===== config.mk =====
export PLATFORM = sky130hd
export DESIGN_NAME = segpd_sqrt
export DESIGN_NICKNAME = d
export VERILOG_FILES = /design/src/design/segpd_sqrt.sv
export SDC_FILE = /design/constraint.sdc
export NUM_CORES = 2
export LEC_CHECK = 0
export BUFFER_PORTS_ARGS = -buffer_cell sky130_fd_sc_hd__buf_2
export CAP_MARGIN = 0
export CORE_ASPECT_RATIO = 0.5
export CORE_UTILIZATION = 60
export DETAILED_ROUTE_END_ITERATION = 6
export GPL_TIMING_DRIVEN = 1
export PLACE_DENSITY = 0.76
export SLEW_MARGIN = 25
export SYNTH_ARGS = -nofsm -noshare
export SYNTH_HDL_FRONTEND = slang
export SYNTH_SLANG_ARGS = --single-unit

===== constraint.sdc =====
create_clock -name clk_i -period 4.07 [get_ports clk_i]
set_clock_uncertainty 0.15 [all_clocks]
set_input_delay 0.6105 -clock clk_i [delete_from_list [all_inputs] [get_ports clk_i]]
set_output_delay 0.6105 -clock clk_i [all_outputs]
set_load 0.05 [all_outputs]

===== src/design/segpd_sqrt.sv =====
// Pipelined integer square root: one root bit per register stage.
module segpd_sqrt #(
  parameter int unsigned RW = 26
) (
  input  logic            clk_i,
  input  logic            en_i,
  input  logic [2*RW-1:0] x_i,
  output logic [RW-1:0]   root_o
);

  localparam int unsigned XW = 2 * RW;

  logic [RW:0]   rem_q  [RW-1];
  logic [XW-1:0] x_q    [RW-1];
  logic [RW-1:0] root_q [RW];

  for (genvar s = 0; s < RW; s++) begin : g_st
    logic [RW:0]   rin;
    logic [RW-1:0] oin;
    logic [XW-1:0] xin;
    logic [RW+2:0] t;
    logic [RW+2:0] trial;
    logic          ge;

    if (s == 0) begin : g_first
      assign rin = '0;
      assign oin = '0;
      assign xin = x_i;
    end else begin : g_next
      assign rin = rem_q[s-1];
      assign oin = root_q[s-1];
      assign xin = x_q[s-1];
    end

    // bring down two radicand bits, try root*4+1
    assign t     = {rin, xin[XW-1 -: 2]};
    assign trial = {1'b0, oin, 2'b01};
    assign ge    = t >= trial;

    always_ff @(posedge clk_i) begin
      if (en_i) begin
        root_q[s] <= {oin[RW-2:0], ge};
      end
    end

    if (s < RW - 1) begin : g_carry
      always_ff @(posedge clk_i) begin
        if (en_i) begin
          rem_q[s] <= ge ? (RW+1)'(t - trial) : (RW+1)'(t);
          x_q[s]   <= xin << 2;
        end
      end
    end
  end

  assign root_o = root_q[RW-1];

endmodule


==> results.json <==
{
  "layout.cells.most_common": "sky130_fd_sc_hd__edfxtp_1",
  "grt_setup_unrepaired": "false",
  "synthToLayoutAreaGrowth_pct": 11.17,
  "placement_rows": 91,
  "cts.root.buffer_cell": "sky130_fd_sc_hd__clkbuf_16",
  "layout.filler_cells": 8597,
  "cp_common_cell": "sky130_fd_sc_hd__or3_1",
  "worst-r2r-setup-slack_ps": 280,
  "worstMarginPinSlew_ps": 935.7,
  "power_frac_comb_pct": 19.5,
  "synth.yosys.seq_area_share_pct": 64.84,
  "clkSlewWorstSetupHoldPaths_ps": 70,
  "register_area_um2": 49220,
  "finalWorstPathRequiredPeriod_ps": 3787,
  "reg_to_reg_critical_path_startpoint": "rem_q[0][91]",
  "dominant_cell_type_by_area_after_synthesis": "sky130_fd_sc_hd__edfxtp_1",
  "failed_checks": "design-rule violations",
  "p_switching_mw": 12.25,
  "timing_worst_setup_path_type": "flip-flop to flip-flop",
  "power_switching_share_pct": 27.71,
  "drv_cap": 0,
  "max_stage_delay_ps": 470,
  "num_antenna_cells": 0,
  "leakage_power_summed_over_all_cells_nw": 32.53,
  "min-delay-path-class": "input pin to flip-flop",
  "post-cts-setup-buffers": 0,
  "pre_cts_slack_ps": 302.7,
  "synthArstFlopShare_pct": 0,
  "clock_tree_from_tritoncts": "built",
  "synth_cells": 5837,
  "chipWidth_um": 505.0,
  "critical_path.max_fanout": 13,
  "die-area_um2": 128000,
  "postSynthNetCount": 6270,
  "dominantRegCellSynth": "sky130_fd_sc_hd__edfxtp_1",
  "run_status": "finished, violations left",
  "grt_pass1_vias": 45700,
  "route.final.wire_length_um": 141100,
  "grt_antenna_before_repair": 0,
  "die_y_um": 253.5,
  "grt_use_total_pct": 22.02,
  "initial_core_util_pct": 61.05,
  "peakVddDrop_mv": 0.3442,
  "clk_latency_ps": 770,
  "worst_ep_arrival_time_ps": 4130,
  "layout.cells.non_filler": 7930,
  "powerDensity_nw_per_um2": 523.9,
  "io_pins": 80,
  "cellInternalPower_mw": 31.96,
  "p_seq_share_pct": 50.7,
  "worst_slew_margin_rel_pct": 37.24,
  "multi_input_comb_area_um2": 24600,
  "maximum_number_of_pins_on_one_net_before_global_route_repair": 122,
  "yosys.area.top_type_share_pct": 64.84,
  "drt_pass1_iterations": 7,
  "hpwl_um": 101200,
  "postSynthRegisterBits": 1639,
  "ys_top_cells_by_area": "sky130_fd_sc_hd__edfxtp_1, sky130_fd_sc_hd__ha_1, sky130_fd_sc_hd__xor2_1",
  "cts-root-to-sink-buffers": 3,
  "cts.sink_count": 1639,
  "critical_path.reg2reg.endpoint": "rem_q[0][132]",
  "post-route-period-util_pct": 93.04,
  "wl_per_cell_um": 17.79,
  "clock_power_share_pct": 29.8,
  "required_ps": 4410,
  "mappedNetlistArea_um2": 75910,
  "nNetsFinal": 6576,
  "final_cell_mix": "sky130_fd_sc_hd__edfxtp_1, sky130_fd_sc_hd__inv_1, sky130_fd_sc_hd__nand2_1",
  "cts_buffer_count": 144,
  "synth_warnings": 0,
  "finalWeightedCongestion": 0.9452,
  "dpl.cell_count": 7618,
  "grt_first_pass_wirelength_um": 226000,
  "cts_max_level": 4,
  "hold_depth": 1,
  "launch_point_of_the_worst_hold_path": "en_i",
  "final_hold_viol_count": 0,
  "vias": 45380,
  "final-setup-viol-count": 0,
  "numPortBuffers": 79,
  "timing.critical_path.slowest_stage_cell": "sky130_fd_sc_hd__or3_1",
  "ys_types": 81,
  "achievable-frequency_mhz": 264.1,
  "drtIter0Drc": 3442,
  "synthesis.area_per_instance_um2": 13.01,
  "setup_total_negative_slack_ps": 0,
  "finalMaxSlewViolations": 0,
  "fin_total_pwr_mw": 44.21,
  "globalRoute.totalOverflow": 0,
  "drtAntennaViolNets": 0,
  "fp.coreArea_um2": 124300,
  "number_of_enable_flip_flop_cells_after_synthesis": 1639,
  "drive_above_1_share_pct": 8.104,
  "worst_hold_path.endpoint": "x_q[0][36]",
  "crit_path_start_kind": "flip-flop",
  "postLayoutSetupSlackWorst_ps": 283.1,
  "crit_path_cell_trace": "or3_1, or3_1, o41ai_2, nor2_1, and4_1, inv_2, nand3_2, or3_1, nor4_1, xor2_1",
  "ff2ff_path_depth": 10,
  "route.detailed.drc": 15,
  "vias_per_cell": 5.722,
  "critPathCaptureType": "flip-flop"
}
-- what timing repair did --
| action | CTS | global route |
|---|---|---|
| hold buffers | 53 | 0 |
| setup endpoints to repair | 0 | 1 |
| resized for setup | 0 | 1 |
| hold endpoints to repair | 53 | 0 |
-- worst max-delay path: cells and delay by family, from the launching register on --
family / cells / cell delay [ps]
compound gates: 1 / 430
xor+xnor: 1 / 110
buf+inv: 1 / 160
flops: 1 / 410
simple gates: 7 / 2260
-- routing by layer --
layer | GRT usage [%] | wire, µm | vias up
met2 | 41.81 | 75150 | 1053
met3 | 3.092 | 5040 | 358
met5 | 0 | 0 | -
li1 | - | - | 22190
met1 | 24.15 | 54800 | 21780
met4 | 10.92 | 6059 | 0
-- Yosys cell counts (all sizes together), types with 8 or more instances --
cell type  instances
a2111oi            8
a31oi             36
nand2            425
or3               42
o21bai            29
o31ai             51
nor3b             11
mux2              44
inv              481
a21o             138
xor2             264
o21ai            297
mux2i              9
and3              32
and2              25
nand4             56
nor4              83
a211oi            28
nor3             140
a21oi            347
nand3b            13
and4               9
xnor2            241
nor2b             53
o41ai             11
nor4b             10
o2111ai            8
nor2             358
clkbuf            78
a221oi             9
ha               379
edfxtp          1639
nand2b            80
o21a              86
nand3             77
o211ai            27
buf                9
or2               42
a211o              8
a21boi            23
or4               43
-- final cells by class --
type,instances,area share [%]
multi-input combinational,3630,29.15
sequential,1639,58.32
timing repair buffer,247,2.553
inverter,481,2.140
clock inverter,92,0.9504
tap,1674,2.482
clock buffer,167,4.398
-- power groups by stage --
stage	Clock [mW]	Combinational (mW)	Sequential, mW
floorplan	0	6.23	22.3
global placement	0	8.17	22.7
detailed placement	0	8.47	22.8
CTS	13.5	8.57	22.4
global route	14.1	9.55	22.6
finish	13.2	8.60	22.4
-- logic make-up (layout without fill, tap and decap cells) --
kind of cell / Yosys count / after routing / share of synthesized area [%]
other: 1 / 1 / 0.004940
multiplexers: 53 / 53 / 0.7714
XOR/XNOR: 505 / 505 / 5.837
buffers and inverters: 568 / 987 / 2.822
adder cells (fa/ha/maj): 379 / 379 / 6.247
flip-flops: 1639 / 1639 / 64.84
AO/OA/AOI/OAI: 1167 / 1167 / 9.557
AND/OR/NAND/NOR: 1525 / 1525 / 9.926
-- state kept, by name, summed over array words and instances (netlist names) --
register	flops
root_q	351
x_q	650
rem_q	638
-- through the flow --
stage	hold slack (ps)	cell area, µm²	utilization, %
after floorplan	250.3	75910	-
after global placement	250.3	79330	63.80
after detailed placement	254.5	79340	63.81
after CTS	180.0	84380	67.87
after global routing	211.6	84390	67.87
final	217.3	84390	67.87
-- worst max path at each step --
stage | start | to | slack, ps | cells past startpoint
global route | rem_q[0][89] | rem_q[0][132] | 50 | 10
detailed placement | rem_q[0][89] | rem_q[0][132] | 300 | 10
floorplan | rem_q[1][118] | rem_q[1][147] | 540 | 12
finish | rem_q[0][91] | rem_q[0][132] | 280 | 10
CTS | rem_q[0][89] | rem_q[0][132] | 250 | 10
global placement | rem_q[1][166] | rem_q[1][192] | 390 | 10
Power figures use the tool's default switching activity.
